`src/rtl/core/assert_macros.svh`:
```
// Assertion macros shared by the RTL of the inverse frequency core.
// Needs a clock named clock and an active high reset named reset in scope.
`ifndef ASSERT_MACROS_SVH
`define ASSERT_MACROS_SVH
// check while out of reset
`define ASSERT_CLK(label, prop, msg) \
   label: assert property (@(posedge clock) disable iff (reset) prop) else $error(msg);
// check on every edge, reset included
`define ASSERT_ANY(label, prop, msg) \
   label: assert property (@(posedge clock) prop) else $error(msg);
`endif

```
`src/rtl/core/yrif_div.sv`:
```
// Pipelined restoring divider, one quotient bit per stage, with sideband.
// Used by the inverse frequency core; no package dependency.
module yrif_div #(
   parameter int NUM_W  = 8,
   parameter int DEN_W  = 8,
   parameter int SIDE_W = 1
) (
   input  logic              clock,
   input  logic              reset,
   input  logic              en,
   input  logic              in_valid,
   input  logic [NUM_W-1:0]  in_num,
   input  logic [DEN_W-1:0]  in_den,
   input  logic [SIDE_W-1:0] in_side,
   output logic              out_valid,
   output logic [NUM_W-1:0]  out_quo,
   output logic [SIDE_W-1:0] out_side
);

   logic              valid_ff [NUM_W];
   logic [DEN_W-1:0]  rem_ff   [NUM_W];
   logic [NUM_W-1:0]  acc_ff   [NUM_W];
   logic [DEN_W-1:0]  den_ff   [NUM_W];
   logic [SIDE_W-1:0] side_ff  [NUM_W];

   for (genvar s = 0; s < NUM_W; s++) begin : g_stage
      logic              valid_prev;
      logic [DEN_W-1:0]  rem_prev;
      logic [NUM_W-1:0]  acc_prev;
      logic [DEN_W-1:0]  den_prev;
      logic [SIDE_W-1:0] side_prev;
      logic [DEN_W:0]    trial;
      logic              ge;
      logic [DEN_W-1:0]  rem_in;
      logic [NUM_W-1:0]  acc_in;

      if (s == 0) begin : g_first
         assign valid_prev = in_valid;
         assign rem_prev   = '0;
         assign acc_prev   = in_num;
         assign den_prev   = in_den;
         assign side_prev  = in_side;
      end else begin : g_next
         assign valid_prev = valid_ff[s-1];
         assign rem_prev   = rem_ff[s-1];
         assign acc_prev   = acc_ff[s-1];
         assign den_prev   = den_ff[s-1];
         assign side_prev  = side_ff[s-1];
      end

      always_comb begin
         trial  = {rem_prev, acc_prev[NUM_W-1]};
         ge     = (trial >= {1'b0, den_prev});
         rem_in = ge ? DEN_W'(trial - {1'b0, den_prev}) : trial[DEN_W-1:0];
         acc_in = {acc_prev[NUM_W-2:0], ge};
      end

      always_ff @(posedge clock) begin
         if (reset) begin
            valid_ff[s] <= 1'b0;
         end else if (en) begin
            valid_ff[s] <= valid_prev;
         end
      end

      always_ff @(posedge clock) begin
         if (en) begin
            rem_ff[s]  <= rem_in;
            acc_ff[s]  <= acc_in;
            den_ff[s]  <= den_prev;
            side_ff[s] <= side_prev;
         end
      end
   end

   assign out_valid = valid_ff[NUM_W-1];
   assign out_quo   = acc_ff[NUM_W-1];
   assign out_side  = side_ff[NUM_W-1];

endmodule

```
`config.mk`:
```
export PLATFORM = sky130hd
export DESIGN_NAME = yrif_div
export DESIGN_NICKNAME = d
export VERILOG_FILES = /design/src/rtl/core/assert_macros.svh /design/src/rtl/core/yrif_div.sv
export SDC_FILE = /design/constraint.sdc
export NUM_CORES = 1
export LEC_CHECK = 0
export BUFFER_PORTS_ARGS = -buffer_cell sky130_fd_sc_hd__buf_2
export CORE_MARGIN = 4
export CORE_UTILIZATION = 48
export CTS_CLUSTER_DIAMETER = 60
export DETAILED_ROUTE_END_ITERATION = 6
export HOLD_SLACK_MARGIN = 0.02
export REMOVE_ABC_BUFFERS = 1
export SLEW_MARGIN = 20
export SYNTH_ARGS = -nofsm -noshare
export SYNTH_HDL_FRONTEND = slang
export SYNTH_SLANG_ARGS = --single-unit
```
`constraint.sdc`:
```
create_clock -name clock -period 3.6 [get_ports clock]
set_input_delay 0.18 -clock clock [delete_from_list [all_inputs] [get_ports clock]]
set_output_delay 0.18 -clock clock [all_outputs]
set_load 0.05 [all_outputs]
```
# Word-level counts from Yosys, hierarchy flattened
# Memories as Yosys holds them, arrays and structs flattened.
# Index checks and enable logic that the tools add are counted.
# W data, S select, Z words.
[word_totals] mem_count=5 latch_bits=0 romBits=0 ramBits=208 ff_bits=0
[op_classes] n_shift=0 div=0 order_cmp=8 bitwise=8 n_eq_ne=0 n_mux=22 addsub=8 reduce_logical=0 n_mul=0
[memory_table] name="acc_ff" depth=8 width=8 read_ports=8 rd_ports_with_merged_regs=0 write_ports=8 line_no="yrif_div.sv:22" rtl="logic [NUM_W-1:0] acc_ff [NUM_W];"
[memory_table] name="den_ff" depth=8 width=8 read_ports=7 rd_ports_with_merged_regs=0 write_ports=8 line_no="yrif_div.sv:23" rtl="logic [DEN_W-1:0] den_ff [NUM_W];"
[memory_table] name="rem_ff" depth=8 width=8 read_ports=7 rd_ports_with_merged_regs=0 write_ports=8 line_no="yrif_div.sv:21" rtl="logic [DEN_W-1:0] rem_ff [NUM_W];"
[memory_table] name="side_ff" depth=8 width=1 read_ports=8 rd_ports_with_merged_regs=0 write_ports=8 line_no="yrif_div.sv:24" rtl="logic [SIDE_W-1:0] side_ff [NUM_W];"
[memory_table] name="valid_ff" depth=8 width=1 read_ports=8 rd_ports_with_merged_regs=0 write_ports=8 line_no="yrif_div.sv:20" rtl="logic valid_ff [NUM_W];"
[ops] cell="$mux W8" count=8
[ops] cell="$ge A9 B8 Y1" count=7
[ops] cell="$sub A8 B8 Y8" count=7
[ops] cell="$mux W1" count=14
[ops] cell="$ge A1 B8 Y1" count=1
[ops] cell="$or A1 B1 Y1" count=8
[ops] cell="$sub A1 B8 Y8" count=1

# Longest topological paths before layout
# Gate-level depths: netlist (run 1).
[depth] word_depth=4 depth_mapped=9 ltp_nobuf=8

# Least setup slack after synthesis (run 1)
# No wires, ideal clock.
[synth_timing] path_type="reg-to-reg" start="memory den_ff[0][0]" end="memory rem_ff[1][6] (data pin)" required_ps=3340 t_arrival_ps=1944 period_less_slack_ps=2204 path_slack_ps=1396 stages_incl_launch_ff=8 path_cell_list="edfxtp_1 ha_1 fa_1 nor2b_1 o31a_1 nor4_1 a311o_1 mux2_4"
[synth_lines] element="start: declaration" line_no="yrif_div.sv:23"
[synth_lines] element="end: declaration" line_no="yrif_div.sv:21"

==> impl_results.md, run 1 <==
* Port Buffer Count at 30
* H-tree levels at 4
* Fmax at approximately 0.39 GHz
* Worst clock skew at 0.009739 ns
* Cells after Synth at 653
* Die area at 21840 um2
* Worst vdd ir at slightly below 0.0004 V
* Setup violators final at 0
* Hold Buf Count CTS at 16
* Core ar. at 18960 um2
* Nets at 785
* Post-Route WL at 15.03 mm
* CP max FO at 9
* Prevailing post-synth register cell: edfxtp_1
* Final period utilization at 0.7159
* Final hold vios at 0
* Post-synth EDFFs at 192
* Die height at 147.8 um
* Outcome: completed
* Hpwl dp at approximately 11 mm
* First-pass GRT wire length at 25.11 mm
* Clock buffer depth at 2
* Worst Tran Pin Value at 0.5733 ns
* Tot GR Track Use at 0.1455
* Unrepaired setup endpoints after global routing: no
* Share of layout cells above drive strength 1 at 0.1657
* IO Count at 31
* Critical Path Source Type: flop
* Largest net degree at the start of global routing at 93
* Worst-path clk slew at 0.07 ns
* Crit path required time at 3.78 ns
* Fin crit period at 2.577 ns
* DR pass1 iterations at 5
* Total grt overflow at 0
* Row cnt at 50
* Hold EP: valid_ff[0][0]
* CP arrival at 2.76 ns
* Antenna Cells at 0
* Worst hold path depth at 2
* Hold WC Path Type: primary input to flop
* Reg2Reg Setup Slack at just over 1 ns
* Wire per inst at 15.46 um
* Vias per cell at 5.226
* Minimum hold slack at 0.03880 ns
* TritonCTS clock tree: yes
* Initial antenna violation count at 0
* Clk Latency, worst-skew pair at 0.43 ns
* Post-Syn Area at 9380 um2
* R2R cell count at 5
* Vias at 5080
* Final Util at 0.5508
* Fin. max-slew vios at 0
* Iteration-0 DRC count of the detailed router at 185
* CTS Buf Count at 17
* Worst r2r src: rem_ff[3][5]
* Critical-path cell list: ha_1 > a21o_1 > a2111oi_2 > o21a_1 > mux2_4
* CP Capture Type: flop
* Slew HR at 0.6178
* Initial core utilization at 0.4949
* Pwr dens at 656.5 nW/um2
* CP max-delay cell: o21a_1
* Seq/Total Area, Yosys at 0.6146
* Worst reg2reg endpoint: rem_ff[4][7]
* Syn avg cell area at 14.36 um2
* Setup Buffers After CTS at 0
* Vias in the first global route at 5321
* #FFs+latches synth at between 150 and 200
* Sink Count at 192
* DRC at 0
* Gpl congestion at 0.9004
* Highest cell delay on the worst timing path at 0.54 ns
* Post_cts resized at 0
* Die X at around 150 um
* Maxcap violations at 0
* FFs w/ async S/R, synth at 0
* Area grow syn2layout at 11.30%
* Critical path type: flop to flop
* Antenna viol nets, final at 0
* Distinct cells, synth at 48
* Worst Min Path Start: in_valid
* Fin Setup TNS at 0 ns
* Warnings, synthesis at 0
* CTS Root Cell: clkbuf_16
* Standby leakage power at between 4 and 5 nW
* Crit path launch: rem_ff[3][5]
-- per-layer routing --
metal,vias up,share of wire,GRT usage
met5,-,0,0
met4,0,0.020,0.05266
met3,25,0.025,0.03342
met2,75,0.59,0.2980
met1,2451,0.37,0.1382
li1,2529,-,-
-- critical path, delay by kind of cell (launching register included) --
kind,cells,cell delay [ns]
AOI/OAI and AO/OA,3,1.15
DFF,1,0.42
muxes,1,0.35
adders and majority gates,1,0.40
-- per-stage QoR --
step / total power [mW] / setup slack [ns] / std cells / area [um2]
2_1_floorplan: 4.689 / 1.293 / 633 / 9223
3_3_place_gp: 5.014 / 1.132 / 925 / 9732
3_5_place_dp: 5.120 / 1.025 / 925 / 9732
4_1_cts: 6.901 / 1.017 / 972 / 10440
5_1_grt: 7.233 / 0.8978 / 972 / 10440
6_report: 6.854 / 1.023 / 972 / 10440
-- worst max-delay path by stage --
stage	endpoint	slack, ns
after detailed placement	rem_ff[4][7]	1.03
after global placement	rem_ff[4][4]	1.13
after global routing	rem_ff[4][2]	0.90
after floorplan	rem_ff[1][2]	1.29
final	rem_ff[4][7]	1.02
after CTS	rem_ff[4][7]	1.02
-- registers in the layout, indices dropped and copies added, names as in the netlist --
signal / flops
acc_ff: 64
den_ff: 56
rem_ff: 56
side_ff: 8
valid_ff: 8
-- cell families after synthesis --
| group | count (synthesis) | synth area share |
|---|---|---|
| AO/OA/AOI/OAI | 113 | 0.09697 |
| buffers and inverters | 103 | 0.05002 |
| adder cells (fa/ha/maj) | 64 | 0.09017 |
| multiplexers | 47 | 0.06683 |
| XOR/XNOR | 19 | 0.01774 |
| AND/OR/NAND/NOR | 115 | 0.06363 |
| flip-flops | 192 | 0.6146 |
-- cells in the mapped netlist (all sizes together), types with 2 or more instances --
| library cell | n | share of area |
|---|---|---|
| edfxtp | 192 | 0.61 |
| a211oi | 11 | 0.011 |
| a31oi | 3 | 0.0020 |
| a311o | 6 | 0.0064 |
| mux2 | 35 | 0.054 |
| nor2 | 26 | 0.010 |
| nor3 | 22 | 0.012 |
| a211o | 9 | 0.0084 |
| and2 | 9 | 0.0060 |
| clkbuf | 4 | 0.0021 |
| a2111oi | 6 | 0.0089 |
| mux2i | 12 | 0.013 |
| xnor2 | 18 | 0.017 |
| a21oi | 18 | 0.0096 |
| o311a | 5 | 0.0059 |
| nor3b | 2 | 0.0016 |
| nor4 | 6 | 0.0040 |
| nand2b | 11 | 0.0073 |
| o21a | 11 | 0.0088 |
| ha | 58 | 0.077 |
| and3 | 4 | 0.0027 |
| buf | 16 | 0.015 |
| nor2b | 8 | 0.0053 |
| fa | 6 | 0.013 |
| inv | 83 | 0.033 |
| nand3 | 12 | 0.0064 |
| o31a | 6 | 0.0056 |
| a21o | 21 | 0.017 |
| nand2 | 9 | 0.0036 |
| o21ai | 14 | 0.0075 |
-- layout by cell type (no fill, tap or decap), types with 3 or more instances in the layout --
cell / synthesis / layout
edfxtp_1: 192 / 192
inv_1: 83 / 83
ha_1: 58 / 58
mux2_4: 30 / 30
buf_2: 2 / 29
nor2_1: 26 / 26
nor3_1: 22 / 22
xnor2_1: 18 / 18
a21oi_1: 18 / 18
clkbuf_16: 0 / 17
a21o_1: 16 / 16
dlygate4sd3_1: 0 / 16
nand3_1: 12 / 12
o21ai_0: 12 / 12
mux2i_1: 12 / 12
o21a_1: 11 / 11
nand2b_1: 11 / 11
a211o_1: 9 / 9
nand2_1: 9 / 9
and2_1: 9 / 9
nor2b_1: 8 / 8
o31a_1: 6 / 6
nor4_1: 6 / 6
a311o_1: 6 / 6
a211oi_1: 6 / 6
fa_1: 6 / 6
inv_6: 0 / 6
a2111oi_2: 5 / 5
a211oi_2: 5 / 5
mux2_2: 5 / 5
a21o_2: 5 / 5
and3_1: 4 / 4
o311a_2: 4 / 4
a31oi_1: 3 / 3
clkinvlp_4: 0 / 3
-- area by class of cell --
class / count / area [um2]
fill: 1536 / 8516
tap: 260 / 325.3
sequential: 192 / 5766
clock buffer: 17 / 425.4
timing repair buffer: 48 / 344.1
multi-input combinational: 358 / 3146
clock inverter: 14 / 122.6
inverter: 83 / 311.5
-- where the power goes --
part / total, mW / switching, mW / internal [mW]
logic: 2.05 / 1.02 / 1.04
registers: 3.05 / 0.144 / 2.90
clock network: 1.75 / 0.851 / 0.904
No activity file was read; power rests on OpenSTA's default activity.
==> run 2, diff against run 1 <==
==> constraint.sdc (replaced) <==
create_clock -name clock -period 2.65 [get_ports clock]
set_input_delay 0.1325 -clock clock [delete_from_list [all_inputs] [get_ports clock]]
set_output_delay 0.1325 -clock clock [all_outputs]
set_load 0.05 [all_outputs]
==> run 2 against run 1 <==
Effect of this change: non-clock buffer count increased by 8; setup slack got worse by 0.84 ns; hold slack improved by 0.12 ns; critical path depth unchanged; sequential share of layout area decreased by 0.43 points; die area unchanged; highest routed layer unchanged.
==> impl_results.md, run 2 (same netlist as run 1, synthesis figures left out) <==
* Hpwl dp at 10.84 mm (was 10.75 mm)
* CP max FO at 7 (was 9)
* Wire per inst at 15.19 um (was 15.46 um)
* Pwr dens at 886.6 nW/um2 (was 656.5 nW/um2)
* Die X at 147.8 um (unchanged)
* DP Area at 9789 um2 (was 9732 um2)
* Die height at 147.8 um (unchanged)
* Area grow syn2layout at 12.16% (was 11.30%)
* Worst Tran Pin Value at 0.5675 ns (was 0.5733 ns)
* Standby leakage power at 4.241 nW (was 4.198 nW)
* Setup violators final at 0 (unchanged)
* Final hold vios at 0 (unchanged)
* TritonCTS clock tree: yes (unchanged)
* Worst reg2reg endpoint: rem_ff[4][4] (was rem_ff[4][7])
* CP Capture Type: flop (unchanged)
* Vias in the first global route at 5461 (was 5321)
* Top Registers: acc_ff: 64 flops, den_ff: 56 flops, rem_ff: 56 flops (unchanged)
* Max reg flops at 64 (unchanged)
* Reg2Reg Setup Slack at 0.18 ns (was 1.02 ns)
* Vias per cell at 5.160 (was 5.226)
* Core ar. at 18960 um2 (unchanged)
* Crit path to: rem_ff[4][4] (was rem_ff[4][7])
* IO Count at 31 (unchanged)
* Fin. max-slew vios at 0 (unchanged)
* CTS Root Cell: clkbuf_16 (unchanged)
* Fin Setup TNS at 0 ns (unchanged)
* Post-Route WL at 14.90 mm (was 15.03 mm)
* Share of layout cells above drive strength 1 at 0.1720 (was 0.1657)
* Iteration-0 DRC count of the detailed router at 124 (was 185)
* Maxcap violations at 0 (unchanged)
* Most common cell after layout, fill and taps aside: edfxtp_1 (unchanged)
* Final period utilization at 0.9317 (was 0.7159)
* Fmax at 0.4050 GHz (was 0.3880 GHz)
* Worst vdd ir at 0.0005134 V (was 0.0003962 V)
* Die area at 21840 um2 (unchanged)
* Worst hold path depth at 2 (unchanged)
* R2R cell count at 5 (unchanged)
* DR pass1 iterations at 4 (was 5)
* Vias at 5062 (was 5080)
* Crit path required time at 2.82 ns (was 3.78 ns)
* Initial antenna violation count at 0 (unchanged)
* Sink Count at 192 (unchanged)
* Critical Path Source Type: flop (unchanged)
* Commonest non-fill, non-tap cells in the layout: edfxtp_1 (192), inv_1 (83), ha_1 (58) (unchanged)
* Slew HR at 0.6216 (was 0.6178)
* DP Worst Slack at 0.1990 ns (was 1.025 ns)
* Antenna Cells at 0 (unchanged)
* Worst clock skew at 0.01217 ns (was 0.009739 ns)
* Fin crit period at 2.469 ns (was 2.577 ns)
* Power Total at 9.328 mW (was 6.854 mW)
* Antenna viol nets, final at 0 (unchanged)
* Final Instance Area at 10520 um2 (was 10440 um2)
* Outcome: completed (unchanged)
* Crit path launch: rem_ff[3][5] (unchanged)
* Clk Latency, worst-skew pair at 0.43 ns (about the same)
* Worst-path clk slew at 0.07 ns (about the same)
* DRC at 0 (unchanged)
* CP arrival at 2.64 ns (was 2.76 ns)
* Tot GR Track Use at 0.1470 (was 0.1455)
* CTS Buf Count at 17 (unchanged)
* H-tree levels at 4 (unchanged)
* Clock buffer depth at 2 (unchanged)
* Total grt overflow at 0 (unchanged)
* Hold WC Path Type: primary input to flop (unchanged)
* Biggest register: acc_ff (unchanged)
* Worst r2r src: rem_ff[3][5] (unchanged)
* First-pass GRT wire length at 25.51 mm (was 25.11 mm)
* Setup ws final at 0.1810 ns (was 1.023 ns)
* Largest net degree at the start of global routing at 62 (was 93)
* Nets at 793 (was 785)
* Critical path type: flop to flop (unchanged)
* Post_cts resized at 0 (unchanged)
* Row cnt at 50 (unchanged)
* Gpl congestion at 0.9089 (was 0.9004)
* Initial core utilization at 0.4949 (unchanged)
* Port Buffer Count at 30 (unchanged)
* Unrepaired setup endpoints after global routing: no (unchanged)
[run 2: how the worst min path moves through the flow]
stage / endpoint / from
after CTS: valid_ff[1][1] / reset
after global routing: valid_ff[0][3] / reset
after global placement: acc_ff[0][2] / in_num[1]
after detailed placement: acc_ff[0][1] / in_num[0]
after floorplan: acc_ff[0][1] / in_num[0]
final: valid_ff[1][1] / reset
[run 2: layout make-up]
class                           instances  area [um2]
Fill cell                            1565        8434
Sequential cell                       192        5766
Multi-Input combinational cell        358        3146
Clock buffer                           18       429.2
Timing Repair Buffer                   56       421.7
Tap cell                              260       325.3
Inverter                               83       311.5
Clock inverter                         14       122.6
[run 2: worst max-delay path: stages (launching register included)]
cell,delay [ns]
edfxtp_1,0.40
ha_1,0.39
a21o_1,0.25
a2111oi_2,0.37
o21a_1,0.45
mux2_4,0.35
[run 2: metal layers]
layer | global-route usage | share of wire | vias up
li1 | - | - | 2531
met2 | 0.2964 | 0.59 | 61
met4 | 0.06664 | 0.028 | 0
met3 | 0.03127 | 0.021 | 30
met5 | 0 | 0 | -
met1 | 0.1396 | 0.36 | 2440
[run 2: through the flow]
step	cells	util	hold WS, ns
3_3_place_gp	931	0.5164	0.3092
3_5_place_dp	931	0.5164	0.3113
6_report	981	0.5551	0.1597
4_1_cts	981	0.5551	0.1441
2_1_floorplan	633	-	0.2314
5_1_grt	981	0.5551	0.1588
[run 2: power breakdown]
group | internal (mW) | switching (mW) | leakage [nW]
logic | 1.45 | 1.37 | 2.10
registers | 3.94 | 0.188 | 1.88
clock network | 1.23 | 1.15 | 0.262
total | 6.62 | 2.71 | 4.24
[run 2: repair_timing]
item / in CTS / in global routing
hold endpoints to repair: 18 / 0
buffers inserted: 0 / 0
hold buffers: 18 / 0
